`config.mk`:
```
export PLATFORM = sky130hd
export DESIGN_NAME = capacitive_touch_rc_timer_top
export DESIGN_NICKNAME = d
export VERILOG_FILES = /design/src/rtl/ctrt_pkg.sv /design/src/rtl/capacitive_touch_rc_timer_top.sv
export VERILOG_INCLUDE_DIRS = /design/src /design/src/rtl
export SDC_FILE = /design/constraint.sdc
export NUM_CORES = 1
export LEC_CHECK = 0
export BUFFER_PORTS_ARGS = -buffer_cell sky130_fd_sc_hd__buf_2
export CAP_MARGIN = 20
export CORE_ASPECT_RATIO = 0.5
export CORE_MARGIN = 4
export CORE_UTILIZATION = 24
export DETAILED_ROUTE_END_ITERATION = 16
export GPL_ROUTABILITY_DRIVEN = 0
export GPL_TIMING_DRIVEN = 0
export PLACE_DENSITY = 0.37
export SLEW_MARGIN = 20
export SYNTH_ARGS = -nofsm -noshare
export SYNTH_HDL_FRONTEND = slang
export SYNTH_SLANG_ARGS = --single-unit
```
`constraint.sdc`:
```
create_clock -name i_clk -period 7.3 [get_ports i_clk]
set_input_delay 1.095 -clock i_clk [delete_from_list [all_inputs] [get_ports i_clk]]
set_output_delay 1.095 -clock i_clk [all_outputs]
set_load 0.005 [all_outputs]
```
`src/rtl/capacitive_touch_rc_timer_top_defines.svh`:
```
// ---------------------------------------------------------------------------
// capacitive_touch_rc_timer_top_defines.svh
// Assertion helpers used by the touch timer RTL.
// ---------------------------------------------------------------------------
`ifndef CAPACITIVE_TOUCH_RC_TIMER_TOP_DEFINES_SVH
`define CAPACITIVE_TOUCH_RC_TIMER_TOP_DEFINES_SVH

// Clocked assertion, off while reset is held.
`define CTRT_ASSERT(lbl, clk, rst_n, prop, msg) \
    lbl: assert property (@(posedge clk) disable iff (!(rst_n)) (prop)) else $error(msg);

// Clocked assertion that also holds during reset.
`define CTRT_ASSERT_ALWAYS(lbl, clk, prop, msg) \
    lbl: assert property (@(posedge clk) (prop)) else $error(msg);

`endif

```
`src/rtl/ctrt_pkg.sv`:
```
// ---------------------------------------------------------------------------
// ctrt_pkg
// Types and constants of the capacitive touch RC timer.
// ---------------------------------------------------------------------------
`timescale 1ns / 1ps

package ctrt_pkg;

    localparam int SAMPLES_W  = 16;
    localparam int TIMEOUT_W  = 28;
    localparam int PERIOD_W   = 32;
    localparam int READING_W  = 28;
    localparam int CFG_DATA_W = 32;
    localparam int IN_DATA_W  = 24;
    localparam int OUT_DATA_W = 40;

    localparam logic [TIMEOUT_W-1:0] TIMEOUT_RST = TIMEOUT_W'(620000);
    localparam logic [PERIOD_W-1:0]  PERIOD_RST  = PERIOD_W'(20000);

    // register indexes
    localparam logic CFG_TIMEOUT = 1'b0;
    localparam logic CFG_AUTOCAL = 1'b1;

    // receive pin drive codes
    localparam logic [1:0] DRV_RELEASE = 2'd0;
    localparam logic [1:0] DRV_LOW     = 2'd1;
    localparam logic [1:0] DRV_HIGH    = 2'd2;

    typedef enum logic [4:0] {
        PH_IDLE      = 5'b00001,
        PH_DISCHARGE = 5'b00010,
        PH_RISE      = 5'b00100,
        PH_PRECHARGE = 5'b01000,
        PH_FALL      = 5'b10000
    } t_phase;

    // input beat, lowest field last
    typedef struct packed {
        logic [2:0]           pad;
        logic                 recal;
        logic                 ms_tick;
        logic                 recv_level;
        logic                 raw_mode;
        logic [SAMPLES_W-1:0] samples;
        logic                 start_req;
    } t_item;

    // output beat, lowest field last
    typedef struct packed {
        logic [5:0]           pad;
        logic [READING_W-1:0] reading;
        logic                 status;
        logic                 done_res;
        logic                 busy_res;
        logic [1:0]           recv_drive;
        logic                 send_level;
    } t_result;

endpackage

```
`src/rtl/capacitive_touch_rc_timer_top.sv`:
```
// ---------------------------------------------------------------------------
// capacitive_touch_rc_timer_top
// RC charge-time touch sensor timer with tracked minimum baseline.
// ---------------------------------------------------------------------------
// Usage:
//   Every input beat on s_* stands for one timer clock of the sensor: receive
//   pin level, ms tick, start request with sample count and mode, recal.
//   Every input beat gives exactly one output beat on m_* carrying the pin
//   drive for that step, busy, and on done the status and reading.
//   Config: write i_cfg_data to register i_cfg_idx (0 timeout count,
//   1 autocal period in ms) with i_cfg_we, only while no measurement runs.
// Timing:
//   One beat per cycle while the receiver keeps m_tready high. Output is valid
//   in the cycle after input accept: the state update and result logic sit
//   between the state registers and the output register; the autocal check
//   is a shift-add compare against 9x/11x the baseline, no divider.
//   s_tready is high when the output register is empty or being drained, so
//   a stalled receiver stalls the input after one beat is held.
// Reset:
//   Synchronous, active low. Phase idle, count zero, baseline full scale,
//   ms counter zero, registers at 620000 / 20000, output register empty.
// ---------------------------------------------------------------------------
`timescale 1ns / 1ps

module capacitive_touch_rc_timer_top #(
    parameter int COUNT_WIDTH = 28
) (
    input  logic                               i_clk,
    input  logic                               i_rst_n,
    // {start_req, samples[15:0], raw_mode, recv_level, ms_tick, recal} from bit 0 up
    input  logic                               s_tvalid,
    output logic                               s_tready,
    input  logic [ctrt_pkg::IN_DATA_W-1:0]     s_tdata,
    // {send_level, recv_drive[1:0], busy_res, done_res, status, reading[27:0]}
    // from bit 0 up
    output logic                               m_tvalid,
    input  logic                               m_tready,
    output logic [ctrt_pkg::OUT_DATA_W-1:0]    m_tdata,
    input  logic                               i_cfg_we,
    input  logic                               i_cfg_idx,
    input  logic [ctrt_pkg::CFG_DATA_W-1:0]    i_cfg_data
);
    import ctrt_pkg::*;

    localparam int CW = COUNT_WIDTH;
    localparam int WC = (CW > TIMEOUT_W) ? CW : TIMEOUT_W;
    localparam int MW = CW + 4;
    localparam logic [CW-1:0] FULL = {CW{1'b1}};
    localparam logic [MW-1:0] TEN  = MW'(10);

    // state
    t_phase                r_phase, n_phase;
    logic [CW-1:0]         r_total, n_total;
    logic [SAMPLES_W-1:0]  r_left,  n_left;
    logic                  r_raw,   n_raw;
    logic [CW-1:0]         r_base,  n_base;
    logic [PERIOD_W-1:0]   r_ms,    n_ms;
    logic [TIMEOUT_W-1:0]  r_timeout;
    logic [PERIOD_W-1:0]   r_period;
    logic                  r_out_valid;
    t_result               r_out,   n_out;

    t_item                 item;
    logic                  s_fire;
    logic [CW-1:0]         base_eff;
    logic                  may_count;
    logic                  timed_out;
    logic                  finish;
    logic                  cal;
    logic                  t_ge_b;
    logic                  near;
    logic [MW-1:0]         t_x10, b_x9, b_x11;
    logic [CW-1:0]         diff_tb;
    logic [CW-1:0]         rd;

    assign item     = t_item'(s_tdata);
    assign s_tready = !r_out_valid || m_tready;
    assign s_fire   = s_tvalid && s_tready;
    assign m_tvalid = r_out_valid;
    assign m_tdata  = r_out;

    assign base_eff  = item.recal ? FULL : r_base;
    assign may_count = (WC'(r_total) < WC'(r_timeout)) && (r_total != FULL);
    assign timed_out = WC'(r_total) >= WC'(r_timeout);

    // |t - b| < floor(b/10)  <=>  10*(|t - b| + 1) <= b, split by sign
    assign t_x10   = (MW'(r_total) << 3) + (MW'(r_total) << 1);
    assign b_x9    = (MW'(base_eff) << 3) + MW'(base_eff);
    assign b_x11   = (MW'(base_eff) << 3) + (MW'(base_eff) << 1) + MW'(base_eff);
    assign t_ge_b  = r_total >= base_eff;
    assign near    = t_ge_b ? (t_x10 + TEN <= b_x11) : (b_x9 + TEN <= t_x10);
    assign diff_tb = r_total - base_eff;

    always_comb begin
        n_phase = r_phase;
        n_total = r_total;
        n_left  = r_left;
        n_raw   = r_raw;
        n_base  = base_eff;
        n_out   = '0;
        finish  = 1'b0;
        cal     = 1'b0;
        rd      = '0;

        unique case (r_phase)
            PH_DISCHARGE: begin
                n_out.busy_res   = 1'b1;
                n_out.recv_drive = DRV_LOW;
                n_phase          = PH_RISE;
            end
            PH_RISE: begin
                n_out.busy_res   = 1'b1;
                n_out.send_level = 1'b1;
                if (!item.recv_level && may_count) begin
                    n_total = r_total + CW'(1);
                end else begin
                    n_phase = PH_PRECHARGE;
                end
            end
            PH_PRECHARGE: begin
                n_out.busy_res   = 1'b1;
                n_out.recv_drive = DRV_HIGH;
                n_phase          = PH_FALL;
            end
            PH_FALL: begin
                n_out.busy_res = 1'b1;
                if (item.recv_level && may_count) begin
                    n_total = r_total + CW'(1);
                end else if (timed_out) begin
                    n_out.done_res = 1'b1;
                    n_out.status   = 1'b1;
                    n_phase        = PH_IDLE;
                end else begin
                    // a zero count wraps and keeps going
                    n_left = r_left - SAMPLES_W'(1);
                    if (r_left == SAMPLES_W'(1)) begin
                        finish = 1'b1;
                    end else begin
                        n_phase = PH_DISCHARGE;
                    end
                end
            end
            default: begin
                n_phase = PH_IDLE;
                if (item.start_req) begin
                    n_total = '0;
                    if (item.samples == '0) begin
                        n_out.done_res = 1'b1;
                    end else begin
                        n_left  = item.samples;
                        n_raw   = item.raw_mode;
                        n_phase = PH_DISCHARGE;
                    end
                end
            end
        endcase

        if (finish) begin
            n_out.done_res = 1'b1;
            n_phase        = PH_IDLE;
            if (r_raw) begin
                rd = r_total;
            end else begin
                cal = (r_ms > r_period) && near;
                // after a cal the baseline becomes the total itself
                if (cal || !t_ge_b) begin
                    n_base = r_total;
                end
                rd = (!cal && t_ge_b) ? diff_tb : '0;
            end
        end
        n_out.reading = READING_W'(rd);

        if (cal) begin
            n_ms = '0;
        end else if (item.ms_tick && (r_ms != {PERIOD_W{1'b1}})) begin
            n_ms = r_ms + PERIOD_W'(1);
        end else begin
            n_ms = r_ms;
        end
    end

    always_ff @(posedge i_clk) begin
        if (!i_rst_n) begin
            r_phase     <= PH_IDLE;
            r_total     <= '0;
            r_left      <= '0;
            r_raw       <= 1'b0;
            r_base      <= FULL;
            r_ms        <= '0;
            r_out_valid <= 1'b0;
        end else begin
            if (s_fire) begin
                r_phase <= n_phase;
                r_total <= n_total;
                r_left  <= n_left;
                r_raw   <= n_raw;
                r_base  <= n_base;
                r_ms    <= n_ms;
            end
            if (s_tready) begin
                r_out_valid <= s_tvalid;
            end
        end
    end

    always_ff @(posedge i_clk) begin
        if (!i_rst_n) begin
            r_timeout <= TIMEOUT_RST;
            r_period  <= PERIOD_RST;
        end else if (i_cfg_we) begin
            unique case (i_cfg_idx)
                CFG_TIMEOUT: r_timeout <= i_cfg_data[TIMEOUT_W-1:0];
                CFG_AUTOCAL: r_period  <= i_cfg_data[PERIOD_W-1:0];
                default:     r_period  <= r_period;
            endcase
        end
    end

    always_ff @(posedge i_clk) begin
        if (s_fire) begin
            r_out <= n_out;
        end
    end

`include "capacitive_touch_rc_timer_top_defines.svh"

    `CTRT_ASSERT(a_start_enters_discharge, i_clk, i_rst_n, (s_fire && r_phase == PH_IDLE && item.start_req && item.samples != '0) |=> (r_phase == PH_DISCHARGE), "nonzero start did not enter discharge")
    `CTRT_ASSERT(a_timeout_reads_zero, i_clk, i_rst_n, (r_out_valid && r_out.done_res && r_out.status) |-> (r_out.reading == '0), "timeout beat carries a reading")
    `CTRT_ASSERT(a_idle_beat_quiet, i_clk, i_rst_n, (r_out_valid && !r_out.done_res) |-> (r_out.reading == '0 && !r_out.status), "non-done beat carries status or reading")
    `CTRT_ASSERT(a_base_held_without_beat, i_clk, i_rst_n, (!s_fire) |=> $stable(r_base), "baseline changed without an input beat")
    `CTRT_ASSERT_ALWAYS(a_empty_out_ready, i_clk, (!r_out_valid) |-> s_tready, "input stalled with empty output register")

endmodule

```
* After elaboration in Yosys (flattened, before gate mapping)
Index checks and enable logic that the tools add are counted. W data, S select, Z words.
Operators by class: $add $sub $neg 10, $lt $le $gt $ge 6, equal/unequal tests 15, muxes and demuxes 40, bitwise operators 6, reductions and logical operators 28
Operator list (number):
- $mux W28 | 9
- $pmux W28 S3 | 1
- $add A31 B29 Y32 | 2
- $add A32 B4 Y32 const B | 2
- $le A32 B32 Y1 | 2
- $mux W16 | 4
- $mux W32 | 2
- $ge A28 B28 Y1 | 2
- $add A31 B28 Y32 | 1
- $add A32 B1 Y32 const B | 1
- $add A32 B28 Y32 | 1
- $gt A32 B32 Y1 | 1
- $ne A32 B32 Y1 const B | 1
- $pmux W16 S2 | 1
- $add A28 B1 Y28 const B | 1
- $lt A28 B28 Y1 | 1
- $ne A28 B28 Y1 const B | 1
- $sub A28 B28 Y28 | 1
- $mux W5 | 5
- $pmux W5 S4 | 1
- $eq A16 B1 Y1 const B | 1
- $logic_not A16 Y1 | 1
- $sub A16 B1 Y16 const B | 1
- $mux W1 | 12
- 24 further kinds | 50
Storage, ports and cells: bits in registers 205, input port bits 62, output and inout bits 42

* Longest topological paths before layout
depth in word-level cells 10, mapped depth 29, mapped depth without buffers 26

* Worst setup path before layout
No wires, ideal clock.
kind input to register, from input port s_tdata[20] (netlist bit), to register r_out (netlist bit m_tdata[22]), data pin, arrival 6599 ps, slack 444 ps, stages on the path 25, cell sequence clkbuf_1 clkbuf_1 or2_2 fa_1 ha_1 a21o_1 a21oi_1 nor3_1 o31ai_1 a221oi_1 a31o_2 a31oi_1 o21ai_0 nor4_1 a311oi_1 ha_1 nand4_1 or4_1 nand4b_1 a211o_1 nand2_1 buf_2 buf_2 nor2_1 a32o_1
Between the ends: cells in the longest elaborated chain, start to end 10, elaborated cells on any way between the ends 15, those cells by class add/sub (5); order compare (3); mux (4); reduce/logical (3)
Ends and longest elaborated chain:
- from (decl) | line capacitive_touch_rc_timer_top.sv:33 | input logic [ctrt_pkg::IN_DATA_W-1:0] s_tdata,
- $mux W28 * | line capacitive_touch_rc_timer_top.sv:82 | assign base_eff = item.recal ? FULL : r_base;
- $add A31 B28 Y32 / $add A31 B29 Y32 (equally long branches) | line capacitive_touch_rc_timer_top.sv:88, capacitive_touch_rc_timer_top.sv:89
- $add A32 B4 Y32 / $add A32 B28 Y32 (equally long branches) | line capacitive_touch_rc_timer_top.sv:91, capacitive_touch_rc_timer_top.sv:89
- $le A32 B32 Y1 | line capacitive_touch_rc_timer_top.sv:91 | assign near = t_ge_b ? (t_x10 + TEN <= b_x11) : (b_x9 + TEN <= t_x10);
- $mux W1 | line capacitive_touch_rc_timer_top.sv:91
- $logic_and A1 B1 Y1 | line capacitive_touch_rc_timer_top.sv:164 | cal = (r_ms > r_period) && near;
- $logic_not A1 Y1 | line capacitive_touch_rc_timer_top.sv:169 | rd = (!cal && t_ge_b) ? diff_tb : '0;
- $logic_and A1 B1 Y1 | line capacitive_touch_rc_timer_top.sv:169
- $mux W28 * | line capacitive_touch_rc_timer_top.sv:169
- $mux W28 * | line capacitive_touch_rc_timer_top.sv:161 | if (r_raw) begin
- to (signal assigned) | line capacitive_touch_rc_timer_top.sv:222 | r_out <= n_out;
- to (decl) | line capacitive_touch_rc_timer_top.sv:61 | t_result r_out, n_out;
Every way passes the cells marked *; elsewhere a longest branch is shown, timed or not. A chain may end at the register's enable or synchronous reset.

* Final worst setup path
from input port s_tdata[20] (netlist bit), to register r_out (netlist bit m_tdata[15]), data pin
Same word-level chain as after synthesis.

==> results.md <==
* Yosys cell types at 87
* Finished Layout Cells at 3509
* Fin Hold WS at 0.466 ns
* Synth top area share at 18.2%
* Area contributors post-synth: dfxtp_1, ha_1, edfxtp_1
* Worst-margin pin slew at 1.10 ns
* Diode count at 0
* P&R area growth vs syn at 15.9%
* All-layer global routing usage at 15.0%
* Clock skew at 0.0269 ns
* DRC at 0
* Synth Instances at 2321
* DR iter-0 viols at 898
* Fill cells at 8452
* Reg-to-reg setup timing slack at 0.31 ns
* CP Max Fanout at 10
* Cell family contributing the most delay on the critical path: compound AO/OA/AOI/OAI gates
* Initial Util at 24.3%
* Fraction of registers with async set/reset at 0%
* Final #Nets at 2805
* Outcome: completed
* First-pass detailed-route iteration total at 5
* Hold-fix buffers, CTS at 0
* Initial antenna violation count at 1
* CP Capture Type: register
* RSZ-0062 raised after global routing: false
* Sequential power share at 42.3%
* Slowest CP cell: or4_4
* Pwr/cell area at 130 mW/mm^2
* Routed vias at 16.8k
* CP Capture Point: m_tdata[15]$_SDFFCE_PN0P_
* Crit path launch: s_tdata[20]
* Gate power share at 8.7%
* Die area at 0.0834 sq mm
* HP Class: reg2reg
* CTS H-tree depth at 1
* Top Ports at 104
* R2R depth at 24
* Multi-input logic area at 0.0136 sq mm
* Reg2reg start: r_total[1]$_SDFFE_PN0P_
* CP Launch Type: input port
* Slew HR at 25.8%
* CTS Buf Count at 26
* Die H at 206 um
* Root Buffer Master: clkbuf_16
* CP Data Required Time at 7.57 ns
* Placed cell count at 3456
* Hold Vio Cnt, Final at 0
* # clock sinks at 205
* Commonest cells in the netlist: ha_1, nand2_1, inv_1
* Largest net degree at the start of global routing at 29
* Synth Area per Inst at 8.13 sq um
* Final Slew Violations at 0
* Worst Path Buf+Inv at 6
* Clock network fraction of design power at 49.1%
* WL/cell at 18.1 um
* Final Core Density at 28.2%
* Crit. path cell count at 28
* Max-cap violations at 0
* Design Area, Final at 0.0219 sq mm
* GRT overflow at 0
* Crit share post-route at 95.9%
* Post-route ant nets at 0
* Placeable Area at 0.0776 sq mm
* Worst skew pair latency at 0.55 ns
* Crit path kind: in2reg
* Cell taking the most area after synthesis: dfxtp_1
* Seq. cell area at 0.00444 sq mm
* Die X at 404 um
* Net switching power of the design at 0.000698 W
* Setup Viol. Count Final at 0
* Cell-internal power at 0.00214 W
* Achievable Freq at 143 MHz
* Crit path DAT at 7.27 ns
* Hpwl dp at 51900 um
* Sequential-to-total area share from yosys stat at 23.6%
* Most frequent CP cell: a21oi_1
* Most frequent cell after synthesis: ha_1
* Vias per cell at 4.80
* EDFF count, synth at 34
* Clk slew on worst S/H paths at 0.06 ns
* Wirelength, routed at 63700 um
* Top FF cell, synth: dfxtp_1
* Net Sw Frac at 24.6%
* Seq cells post-synth at 205
* DP Area at 0.0207 sq mm
* Share of post-route cells with drive strength above 1 at 10.4%
* Port Buf Inserts at 93
* Longest Clk Path Bufs at 3
* Final Critical Period at 7.00 ns
* Peak supply drop at 0.000142 V
* RR Endpoint: m_tdata[15]$_SDFFCE_PN0P_
* Warnings from Yosys at 0
* CTS tree: done
* Leak at 9.16 nW
* Site Rows at 72
* Vias in the first global route at 16.9k
* CP peak stage delay at 0.61 ns
* First-pass GRT wire length at 98500 um
* Mapped Area at 0.0189 sq mm
==> layout make-up <==
| class | instances | area share [%] |
|---|---|---|
| inverter | 175 | 3.01 |
| buffer | 81 | 1.75 |
| timing repair buffer | 100 | 2.43 |
| sequential | 205 | 20.3 |
| clock inverter | 9 | 0.790 |
| clock buffer | 38 | 3.37 |
| tap | 1036 | 5.93 |
| multi-input combinational | 1865 | 62.4 |
==> worst reg2reg max path: stages (launching register included) <==
cell,delay [ns]
dfxtp_1,0.65
inv_1,0.32
fa_1,0.56
nor2b_4,0.15
o31ai_2,0.09
a21oi_2,0.25
xnor2_1,0.19
nand4b_1,0.19
or3_1,0.38
buf_2,0.16
or4_4,0.51
nor3_4,0.29
nand4_1,0.16
xnor2_1,0.17
ha_1,0.32
nand4_1,0.17
or4_4,0.61
nand4b_1,0.20
a211o_1,0.41
nand2_2,0.18
buf_6,0.17
buf_4,0.20
nor3_1,0.07
a21oi_1,0.25
nor2_1,0.07
==> sequential cells by signal, summed over array words and instances, names as in the netlist <==
register / cells
r_timeout: 28
m_tdata: 34
r_raw: 1
m_tvalid: 1
r_left: 16
r_phase: 5
r_total: 28
r_ms: 32
r_period: 32
r_base: 28
==> cell families (layout without fill, tap and decap cells) <==
| kind of cell | Yosys count | in the layout | synth area share, % |
|---|---|---|---|
| AND/OR/NAND/NOR | 808 | 808 | 21.2 |
| AO/OA/AOI/OAI | 590 | 590 | 21.4 |
| adder cells (fa/ha/maj) | 289 | 289 | 20.3 |
| buffers and inverters | 256 | 403 | 5.38 |
| flip-flops | 205 | 205 | 23.6 |
| XOR/XNOR | 165 | 165 | 7.70 |
| multiplexers | 7 | 7 | 0.385 |
| other | 1 | 6 | 0.0199 |
==> per-stage QoR <==
step / setup TNS (ns) / power (W) / worst slack (ns)
final: 0 / 0.00284 / 0.299
after global routing: 0 / 0.00296 / 0.0183
after CTS: 0 / 0.00289 / 0.0140
after detailed placement: -145.63 / 0.00147 / -1.86
after global placement: -153.12 / 0.00147 / -2.00
after floorplan: 0 / 0.00136 / 0.444
==> layer usage <==
metal	track usage (%)	up-vias	wire length (um)
li1	-	8646	-
met2	25.8	184	29400
met3	1.22	47	1410
met4	2.80	0	1070
met5	0	-	0
met1	20.6	7969	31800
==> cell usage in the layout (no fill, tap or decap), drive strengths merged, types with 19 or more instances in the layout <==
| cell | n |
|---|---|
| and3 | 25 |
| buf | 125 |
| xnor2 | 79 |
| fa | 28 |
| o22a | 28 |
| xor2 | 86 |
| clkbuf | 94 |
| a21o | 67 |
| nor2b | 20 |
| a21boi | 54 |
| inv | 175 |
| a211oi | 19 |
| or2 | 36 |
| nand3 | 57 |
| nand2b | 22 |
| o21a | 25 |
| a21oi | 156 |
| nor3 | 62 |
| dfxtp | 171 |
| nand2 | 255 |
| nor2 | 172 |
| nand4 | 68 |
| o21ai | 73 |
| ha | 261 |
| nor4 | 20 |
| o211ai | 33 |
| edfxtp | 34 |
==> how the worst min path moves through the flow <==
stage / startpoint / slack [ns] / endpoint / depth (start not counted)
after global placement: r_timeout[20]$_SDFFE_PN0P_ / 0.45 / r_timeout[20]$_SDFFE_PN0P_ / 2
after global routing: r_period[30]$_SDFFE_PN0P_ / 0.48 / r_period[30]$_SDFFE_PN0P_ / 2
after detailed placement: r_period[4]$_SDFFE_PN0P_ / 0.46 / r_period[4]$_SDFFE_PN0P_ / 2
after CTS: r_period[30]$_SDFFE_PN0P_ / 0.47 / r_period[30]$_SDFFE_PN0P_ / 2
final: r_period[30]$_SDFFE_PN0P_ / 0.47 / r_period[30]$_SDFFE_PN0P_ / 2
after floorplan: r_period[12]$_SDFFE_PN0P_ / 0.44 / r_period[12]$_SDFFE_PN0P_ / 2
==> timing repair <==
| action | 4_1_cts | 5_1_grt |
|---|---|---|
| setup buffers | 4 | 2 |
| hold endpoints to repair | 0 | 0 |
| endpoints found under the setup margin | 88 | 87 |
| resized for setup | 38 | 29 |
| pin swaps | 3 | 4 |
==> power by group through the flow <==
stage          Clock [W]  Sequential (W)  Combinational [W]
2_1_floorplan          0         0.00122           0.000140
3_3_place_gp           0         0.00122           0.000245
3_5_place_dp           0         0.00122           0.000246
4_1_cts          0.00144         0.00120           0.000251
5_1_grt          0.00148         0.00120           0.000276
6_report         0.00139         0.00120           0.000246
Power figures use the tool's default switching activity.
